--- src/rtl/core/mse_pkg.sv ---
`timescale 1ns / 1ps
package mse_pkg;

  localparam int DATA_WORDS = 4096;
  localparam int CODE_WORDS = 4096;
  localparam int DATA_AW    = $clog2(DATA_WORDS);

  localparam int CFG_W       = 13;
  localparam int CFG_INDEX_W = 2;
  localparam int PC_W        = 26;
  localparam int WORD_W      = 32;
  localparam int REG_AW      = 5;

  localparam logic [CFG_INDEX_W-1:0] CFG_CODE_WORD_COUNT = 2'd0;
  localparam logic [CFG_INDEX_W-1:0] CFG_DATA_WORD_COUNT = 2'd1;

  localparam logic [CFG_W-1:0] CODE_COUNT_RESET = 13'd4096;

  localparam logic [2:0] STATUS_OK      = 3'd0;
  localparam logic [2:0] STATUS_HALT    = 3'd1;
  localparam logic [2:0] STATUS_DIV0    = 3'd2;
  localparam logic [2:0] STATUS_UNKNOWN = 3'd3;
  localparam logic [2:0] STATUS_RANGE   = 3'd4;
  localparam logic [2:0] STATUS_GP      = 3'd5;
  localparam logic [2:0] STATUS_PCOUT   = 3'd6;

  localparam logic [5:0] OP_SPECIAL = 6'd0;
  localparam logic [5:0] OP_J       = 6'd2;
  localparam logic [5:0] OP_BEQ     = 6'd4;
  localparam logic [5:0] OP_BNE     = 6'd5;
  localparam logic [5:0] OP_ADDIU   = 6'd9;
  localparam logic [5:0] OP_LW      = 6'd35;
  localparam logic [5:0] OP_SW      = 6'd43;

  localparam logic [5:0] FN_MFHI = 6'd16;
  localparam logic [5:0] FN_MFLO = 6'd18;
  localparam logic [5:0] FN_MULT = 6'd24;
  localparam logic [5:0] FN_DIV  = 6'd26;
  localparam logic [5:0] FN_ADDU = 6'd33;
  localparam logic [5:0] FN_SUBU = 6'd35;
  localparam logic [5:0] FN_AND  = 6'd36;
  localparam logic [5:0] FN_OR   = 6'd37;
  localparam logic [5:0] FN_SLT  = 6'd42;

  localparam logic [31:0] SYSCALL_WORD = 32'd12;
  localparam logic [31:0] SYS_PRINT    = 32'd1;
  localparam logic [31:0] SYS_READ     = 32'd5;
  localparam logic [31:0] SYS_EXIT     = 32'd10;

  localparam logic [REG_AW-1:0] REG_ZERO = 5'd0;
  localparam logic [REG_AW-1:0] REG_V0   = 5'd2;
  localparam logic [REG_AW-1:0] REG_A0   = 5'd4;
  localparam logic [REG_AW-1:0] REG_GP   = 5'd28;

  typedef struct packed {
    logic        start;
    logic [31:0] dividend;
    logic [31:0] divisor;
  } div_req_t;

  typedef struct packed {
    logic        done;
    logic [31:0] quotient;
    logic [31:0] remainder;
  } div_res_t;

endpackage

--- src/rtl/core/mse_div.sv ---
`timescale 1ns / 1ps
module mse_div (
  input  logic              clk,
  input  logic              rst,
  input  mse_pkg::div_req_t div_req,
  output mse_pkg::div_res_t div_res
);

  logic        busy;
  logic        done;
  logic [5:0]  count;
  logic [31:0] rem;
  logic [31:0] quo;
  logic [31:0] mag_b;
  logic        neg_q;
  logic        neg_r;
  logic [32:0] trial;

  assign trial = {rem, quo[31]} - {1'b0, mag_b};

  always_ff @(posedge clk) begin
    if (rst) begin
      busy  <= 1'b0;
      done  <= 1'b0;
      count <= '0;
    end else begin
      done <= 1'b0;
      if (div_req.start) begin
        busy  <= 1'b1;
        count <= 6'd32;
      end else if (busy) begin
        count <= count - 6'd1;
        if (count == 6'd1) begin
          busy <= 1'b0;
          done <= 1'b1;
        end
      end
    end
  end

  always_ff @(posedge clk) begin
    if (div_req.start) begin
      rem   <= '0;
      quo   <= div_req.dividend[31] ? -div_req.dividend : div_req.dividend;
      mag_b <= div_req.divisor[31] ? -div_req.divisor : div_req.divisor;
      neg_q <= div_req.dividend[31] ^ div_req.divisor[31];
      neg_r <= div_req.dividend[31];
    end else if (busy) begin
      if (!trial[32]) begin
        rem <= trial[31:0];
        quo <= {quo[30:0], 1'b1};
      end else begin
        rem <= {rem[30:0], quo[31]};
        quo <= {quo[30:0], 1'b0};
      end
    end
  end

  assign div_res.done      = done;
  assign div_res.quotient  = neg_q ? -quo : quo;
  assign div_res.remainder = neg_r ? -rem : rem;

endmodule

--- config.mk ---
export PLATFORM = sky130hd
export DESIGN_NAME = mse_div
export DESIGN_NICKNAME = d
export VERILOG_FILES = /design/src/rtl/core/mse_pkg.sv /design/src/rtl/core/mse_div.sv
export SDC_FILE = /design/constraint.sdc
export NUM_CORES = 1
export LEC_CHECK = 0
export ABC_AREA = 1
export CAP_MARGIN = 10
export CORE_MARGIN = 8
export CORE_UTILIZATION = 60
export CTS_BUF_LIST = sky130_fd_sc_hd__clkbuf_8
export DETAILED_ROUTE_END_ITERATION = 10
export DONT_BUFFER_PORTS = 1
export PLACE_DENSITY_LB_ADDON = 0.05
export SETUP_SLACK_MARGIN = 0.3
export SYNTH_ARGS = -nofsm -noshare
export SYNTH_HDL_FRONTEND = slang
export SYNTH_SLANG_ARGS = --single-unit
export TNS_END_PERCENT = 20
--- constraint.sdc ---
create_clock -name clk -period 2.05 [get_ports clk]
set_input_delay 0.1025 -clock clk [delete_from_list [all_inputs] [get_ports clk]]
set_output_delay 0.1025 -clock clk [all_outputs]
set_load 0.03 [all_outputs]
# After elaboration in Yosys (flattened, before gate mapping)
# Cells that the tools add are included.
# totals
elab_cells	36
ff_bits	106
input_bits	67
output_inout_bits	65
# op_classes
muxes	14
n_bitwise	2
addsub	6
n_reduce_logical	3
n_eq_ne	1
# op_table
cell	count
two-way mux 32 bit	6
negation 32 bit	4
subtractor 33 x 32 -> 33 bit	1
two-way mux 31 bit	1
two-way mux 6 bit	2
equality test 6 x 1 -> 1 bit (second input constant)	1
subtractor 6 x 1 -> 6 bit (second input constant)	1
two-way mux 1 bit	5
OR reduction 3 bit	1
nonzero test 2 bit	1
OR reduction 2 bit	1
NOT 1 bit	1
bitwise XOR 1 bit	1

# Logic depth before layout (Yosys ltp)
# Gate-level depths: netlist (run 1).
# logic_depth
ltp_word	4
ltp_mapped	18
ltp_nobuf	17

# Worst setup path after synthesis (run 1)
# OpenSTA, ideal clock, no wires.
# synth_timing
path_type	reg2reg
start	register quo[31]
end	register quo[0], data pin
slack_ns	-0.164
arrival_time_ns	1.946
path_buffers	1
stages_incl_launch_ff	17
setup_time_ns	0.269
path_cell_list	edfxtp_1 > inv_1 > ha_1 > fa_1 > inv_1 > nand2_1 > nand2_1 > nand3_1 > nand2_2 > nand2_2 > nand2_4 > nand2_4 > nand2_4 > nand2_2 > nand2_4 > buf_6 > o21ai_0
# synth_between
elab_chain_cells	4
# synth_lines
element	line	rtl
start, declared	mse_div.sv:13	logic [31:0] quo;
start signal, assigned	mse_div.sv:44	quo <= div_req.dividend[31] ? -div_req.dividend : div_req.dividend;
start signal, assigned	mse_div.sv:51	quo <= {quo[30:0], 1'b1};
start signal, assigned	mse_div.sv:54	quo <= {quo[30:0], 1'b0};
subtractor 33 x 32 -> 33 bit	mse_div.sv:19	assign trial = {rem, quo[31]} - {1'b0, mag_b};
two-way mux 1 bit	mse_div.sv:49	if (!trial[32]) begin
two-way mux 32 bit	mse_div.sv:48	end else if (busy) begin
two-way mux 32 bit	mse_div.sv:42	if (div_req.start) begin
# No other way between the ends. The select of a mux whose other input is x is not followed.
# A chain may end at the register's enable or synchronous reset.

==> results.sh, run 1 <==
export IMPL_power_share_combinational_pct=38.9
export IMPL_grt_pass1_vias=10700
export IMPL_antenna_cells=0
export IMPL_layout_nets=1983
export IMPL_path_cells="inv_2 -> ha_4 -> nand3_2 -> nor2_4 -> nand2_2 -> nor2_4 -> nand4_1 -> o21ai_2 -> buf_4 -> xor2_1 -> buf_4"
export IMPL_clockBufferDepth=2
export IMPL_switchingPower_mw=2.39
export IMPL_utilization_pct=79.1
export IMPL_syn_avg_cell_area_um2=6.45
export IMPL_skew_ps=25.6
export IMPL_drtIter0Drc=931
export IMPL_violations="setup timing"
export IMPL_area_growth_pct=30.3
export IMPL_grt_antenna_before_repair=0
export IMPL_cts_buffers=9
export IMPL_cp_required_ps=1950
export IMPL_maxCapViolations=0
export IMPL_path_class="reg2out"
export IMPL_outcome="complete, but fails checks"
export IMPL_startpoint_type="register"
export IMPL_post_route_min_period_ps=2450
export IMPL_setup_violations=83
export IMPL_worstHoldPathType="in2reg"
export IMPL_grt_pass1_wl_mm=52.5
export IMPL_synth_top_cell_area_share_pct=19.1
export IMPL_viasPerCell=5.32
export IMPL_fin_cells=2107
export IMPL_clockRootBuffer="clkbuf_8"
export IMPL_place_inst=2017
export IMPL_clkSinkCount=106
export IMPL_synth_most_common_cell="nand2_1"
export IMPL_dp_slack_ps=-260
export IMPL_fin_area_mm2=0.0135
export IMPL_placed_area_mm2=0.0122
export IMPL_core_mm2=0.0171
export IMPL_yosys_warnings=0
export IMPL_fp_dieW_um=148
export IMPL_yosys_register_bits=106
export IMPL_leakagePower_nw=7.06
export IMPL_r2r_start="mag_b[0]$_DFFE_PP_"
export IMPL_hold_viol=0
export IMPL_synth_distinct_cells=51
export IMPL_rsz0062_at_grt="yes"
export IMPL_synth_common_cells="nand2_1 (483), inv_1 (286), nor2_1 (139)"
export IMPL_period_share_pct=119
export IMPL_die_h_um=148
export IMPL_p_per_area_mw_per_mm2=464
export IMPL_critPathCaptureType="output port"
export IMPL_dieArea_mm2=0.0218
export IMPL_crit_path_max_incr_delay_ps=430
export IMPL_port_buffers=0
export IMPL_clk_latency_ps=400
export IMPL_cts_tree="yes"
export IMPL_peakVddDrop_v=0.000564
export IMPL_synth_nets=1716
export IMPL_maxSlewHeadroom_pct=61.6
export IMPL_async_reset_ff_share_pct=0
export IMPL_grt_use_total_pct=29.8
export IMPL_critPathMaxFanout=3
export IMPL_pwr_share_seq_pct=41.1
export IMPL_yosys_area_top_type="edfxtp_1"
export IMPL_drc=0
export IMPL_internal_power_mw=3.89
export IMPL_cts_htree_levels=3
export IMPL_vias=11200
export IMPL_clk_pin_slew_ps=120
export IMPL_hp_start="div_req[39]"
export IMPL_cp_slowest_cell="edfxtp_1"
export IMPL_crit_start="quo[1]$_DFFE_PP_"
export IMPL_first_pass_iters=6
export IMPL_drive_above_1_share_pct=24.5
export IMPL_synth_cells=1610
export IMPL_synth_area_mm2=0.0104
export IMPL_place_congestion=0.947
export IMPL_maxSlewViolCount=0
export IMPL_crit_arrival_ps=2340
export IMPL_rows=48
export IMPL_worst_slew_pin_slew_ps=571
export IMPL_drt_wirelength_per_cell_um=16.1
export IMPL_pwr_share_clk_pct=20.0
export IMPL_yosys_top_cells_area="edfxtp_1 (19%), nand2_1 (17%), inv_1 (10%)"
export IMPL_grt_max_degree=55
export IMPL_synthFlopType="edfxtp_1"
export IMPL_dp_hpwl_mm=24.6
export IMPL_synth_edf_count=66
export IMPL_yosysSeqAreaShare_pct=26.8
export IMPL_initial_core_util_pct=60.7
export IMPL_num_io_pins=132
export IMPL_max_freq_ghz=0.409
export IMPL_fin_ws_ps=-396
export IMPL_drt_wl_total_mm=33.8
export IMPL_ant_nets=0
export IMPL_grt_overflow_total=0
export IMPL_swShare_pct=38.0
stage by stage:
stage / power [mW] / hold WS, ps / setup TNS [ps]
floorplan: 3.93 / 181 / -1060
global placement: 4.68 / 183 / -6520
detailed placement: 4.71 / 183 / -10100
CTS: 6.18 / 0.349 / -19030
global route: 6.56 / 6.70 / -27630
finish: 6.28 / 8.46 / -18350
cells by family after synthesis:
logic type | Yosys count | synth area share [%]
AOI/OAI and AO/OA | 126 | 6.80
xor gates and xnor gates | 120 | 10.1
and+or+nand+nor | 888 | 38.8
DFF | 106 | 26.8
adders and majority gates | 39 | 4.77
buffers and inverters | 331 | 12.7
sequential cells by signal (all words and copies together) (netlist names):
register / cells
busy: 1
done: 1
neg_r: 1
mag_b: 32
quo: 32
neg_q: 1
count: 6
rem: 32
final timing paths:
kind | to | slack [ps] | depth (start not counted)
max | div_res[56] | -400 | 11
min | quo[7]$_DFFE_PP_ | 8 | 2
max reg2reg | rem[31]$_SDFFE_PP0P_ | -270 | 16
min reg2reg | rem[14]$_SDFFE_PP0P_ | 500 | 2
cell type report:
cell class	instances	area, µm²
repair buffers	289	2440
clock inverters	7	53.8
well taps	225	282
fillers	1298	3580
multi-input cells	1174	6730
clock buffers	9	124
inverters	297	1120
flip-flops and latches	106	2790
worst max-delay path: cells and delay by family (launching register included):
kind                       cells  cell delay, ps
AOI/OAI and AO/OA              1             180
xor gates and xnor gates       1             160
adders and majority gates      1             150
buffers and inverters          3             430
DFF                            1             430
and+or+nand+nor                5             590
power groups by stage:
stage | combinational [mW] | sequential [mW] | clock, mW
6_report | 2.44 | 2.58 | 1.26
5_1_grt | 2.61 | 2.60 | 1.35
4_1_cts | 2.34 | 2.57 | 1.27
3_5_place_dp | 2.10 | 2.62 | 0
3_3_place_gp | 2.07 | 2.61 | 0
2_1_floorplan | 1.35 | 2.58 | 0
per-layer routing:
| metal | global-route usage (%) | wire [µm] | up-vias |
|---|---|---|---|
| li1 | - | - | 5553 |
| met1 | 39.8 | 14700 | 5101 |
| met2 | 47.5 | 15300 | 487 |
| met3 | 5.75 | 2890 | 59 |
| met4 | 9.79 | 947 | 0 |
| met5 | 0 | 0 | - |
layout by cell type, fill, tap and decap left out, drive strengths merged, types with 38 or more instances in the layout:
cell type | synthesis | layout
nand2 | 536 | 537
inv | 297 | 299
buf | 13 | 239
nor2 | 146 | 146
nand3 | 109 | 109
xor2 | 96 | 96
o21ai | 71 | 71
edfxtp | 66 | 66
dlygate4sd3 | 0 | 50
dfxtp | 40 | 40
nor3 | 40 | 40
ha | 38 | 38
repair_timing:
action | in CTS | in global routing
setup endpoints to repair | 93 | 92
pin swaps | 40 | 33
hold endpoints to repair | 104 | 0
gates resized for setup | 87 | 47
hold buffers | 51 | 0
buffers inserted | 13 | 9
gates cloned | 0 | 1
No activity file was read; power rests on OpenSTA's default activity.
==> inputs of run 2 (changes only) <==
--- a/config.mk
+++ b/config.mk
@@ -12,7 +12,7 @@
 export CTS_BUF_LIST = sky130_fd_sc_hd__clkbuf_8
 export DETAILED_ROUTE_END_ITERATION = 10
 export DONT_BUFFER_PORTS = 1
-export PLACE_DENSITY_LB_ADDON = 0.05
+export PLACE_DENSITY_LB_ADDON = 0.15
 export SETUP_SLACK_MARGIN = 0.3
 export SYNTH_ARGS = -nofsm -noshare
 export SYNTH_HDL_FRONTEND = slang
==> results.sh, run 2 (synthesis results as in run 1) <==
export IMPL_clockBufferDepth=2
export IMPL_grt_use_total_pct=29.6
export IMPL_drt_wirelength_per_cell_um=16.0
export IMPL_cts_buffers=9
export IMPL_leakagePower_nw=6.91
export IMPL_worstHoldPathType="in2reg"
export IMPL_fin_area_mm2=0.0133
export IMPL_period_share_pct=121
export IMPL_critPathMaxFanout=5
export IMPL_path_class="reg2out"
export IMPL_dieArea_mm2=0.0218
export IMPL_peakVddDrop_v=0.000547
export IMPL_drive_above_1_share_pct=23.7
export IMPL_drtIter0Drc=1188
export IMPL_core_mm2=0.0171
export IMPL_cp_slowest_cell="edfxtp_1"
export IMPL_initial_core_util_pct=60.7
export IMPL_fillers=1280
export IMPL_maxCapViolations=0
export IMPL_area_growth_pct=28.3
export IMPL_mostFrequentLayoutCell="nand2_1"
export IMPL_drt_wl_total_mm=33.2
export IMPL_post_route_min_period_ps=2480
export IMPL_clk_pin_slew_ps=120
export IMPL_layout_nets=1954
export IMPL_cts_tree="yes"
export IMPL_hold_depth=4
export IMPL_skew_ps=13.7
export IMPL_placed_area_mm2=0.0119
export IMPL_crit_path_max_incr_delay_ps=440
export IMPL_crit_arrival_ps=2380
export IMPL_first_pass_iters=8
export IMPL_dp_hpwl_mm=24.0
export IMPL_grt_antenna_before_repair=0
export IMPL_fp_dieW_um=148
export IMPL_setup_violations=80
export IMPL_grt_pass1_vias=10600
export IMPL_rsz0062_at_grt="yes"
export IMPL_max_freq_ghz=0.402
export IMPL_reg_largest_list="mag_b: 32 flops, quo: 32 flops, rem: 32 flops"
export IMPL_utilization_pct=77.9
export IMPL_maxSlewViolCount=0
export IMPL_ff2ff_path_depth=15
export IMPL_outcome="complete, but fails checks"
export IMPL_clockRootBuffer="clkbuf_8"
export IMPL_viasPerCell=5.38
export IMPL_place_congestion=0.970
export IMPL_startpoint_type="register"
export IMPL_port_buffers=0
export IMPL_worst_slew_pin_slew_ps=553
export IMPL_final_cell_mix="nand2_1 (454), inv_1 (273), buf_4 (193)"
export IMPL_ant_nets=0
export IMPL_cpMostUsedCell="nor2_4"
export IMPL_grt_pass1_wl_mm=52.4
export IMPL_rows=48
export IMPL_clkSinkCount=106
export IMPL_antenna_cells=0
export IMPL_hold_viol=0
export IMPL_p_per_area_mw_per_mm2=471
export IMPL_tns_ps=-18060
export IMPL_num_io_pins=132
export IMPL_die_h_um=148
export IMPL_cp_required_ps=1950
export IMPL_critPathCaptureType="output port"
export IMPL_drc=0
export IMPL_path_cells="inv_2 -> buf_6 -> nand3_4 -> nor2_4 -> nand3_4 -> nor2_4 -> nand2_2 -> nor2_4 -> buf_6 -> nand4_1 -> nand2_1 -> xor2_1 -> buf_4"
export IMPL_fin_ws_ps=-435
export IMPL_clk_latency_ps=400
export IMPL_cts_htree_levels=3
export IMPL_violations="setup timing"
export IMPL_vias=11200
export IMPL_grt_overflow_total=0
export IMPL_grt_max_degree=53
export IMPL_maxSlewHeadroom_pct=62.8
## run 2: changes by cell type in the layout (fill, tap and decap cells not counted), sizes merged
cell,change
inv,-3
nand2,-1
dlygate4sd3,+4
clkbuf,+1
clkinv,+2
buf,-32
## run 2: through the flow
step                setup slack, ps  power [mW]  std cells  hold WS, ps
floorplan                     -86.2        3.93       1610          181
global placement               -198        4.66       1989          183
detailed placement             -282        4.68       1989          186
CTS                            -396        6.13       2070       0.0666
global route                   -538        6.54       2078         24.6
finish                         -435        6.27       2078         12.0
## run 2: final cells by class
cell class,instances,area [µm²],share of cell area (%)
Tap cell,225,282,2.11
Inverter,297,1130,8.50
Clock inverter,6,42.5,0.319
Multi-Input combinational cell,1173,6740,50.6
Sequential cell,106,2800,21.0
Timing Repair Buffer,261,2200,16.5
Clock buffer,10,138,1.03
## run 2: timing repair
item | CTS | global route
pin swaps | 26 | 28
hold endpoints to repair | 108 | 0
hold buffers | 55 | 0
resized for setup | 79 | 67
endpoints found under the setup margin | 91 | 95
buffers inserted | 10 | 8
## run 2: worst paths after layout
check | start | end | slack (ps)
min | div_req[54] | quo[22]$_DFFE_PP_ | 10
max reg2reg | mag_b[0]$_DFFE_PP_ | quo[0]$_DFFE_PP_ | -250
min reg2reg | rem[6]$_SDFFE_PP0P_ | rem[6]$_SDFFE_PP0P_ | 500
max | quo[0]$_DFFE_PP_ | div_res[59] | -430
## run 2: critical path, delay by kind of cell (launching register included)
family / cells / cell delay [ps]
XOR/XNOR: 1 / 140
buffers and inverters: 4 / 540
flip-flops: 1 / 440
AND/OR/NAND/NOR: 8 / 880
## run 2: metal layers
metal / global-route usage [%] / wire length [µm]
met2: 48.1 / 15300
met1: 40.0 / 14400
met4: 8.31 / 658
met5: 0 / 0
met3: 4.46 / 2890
## run 2: power breakdown
part	internal, mW	switching [mW]
clock network	0.482	0.815
registers	2.46	0.114
logic	0.934	1.47
total	3.87	2.40
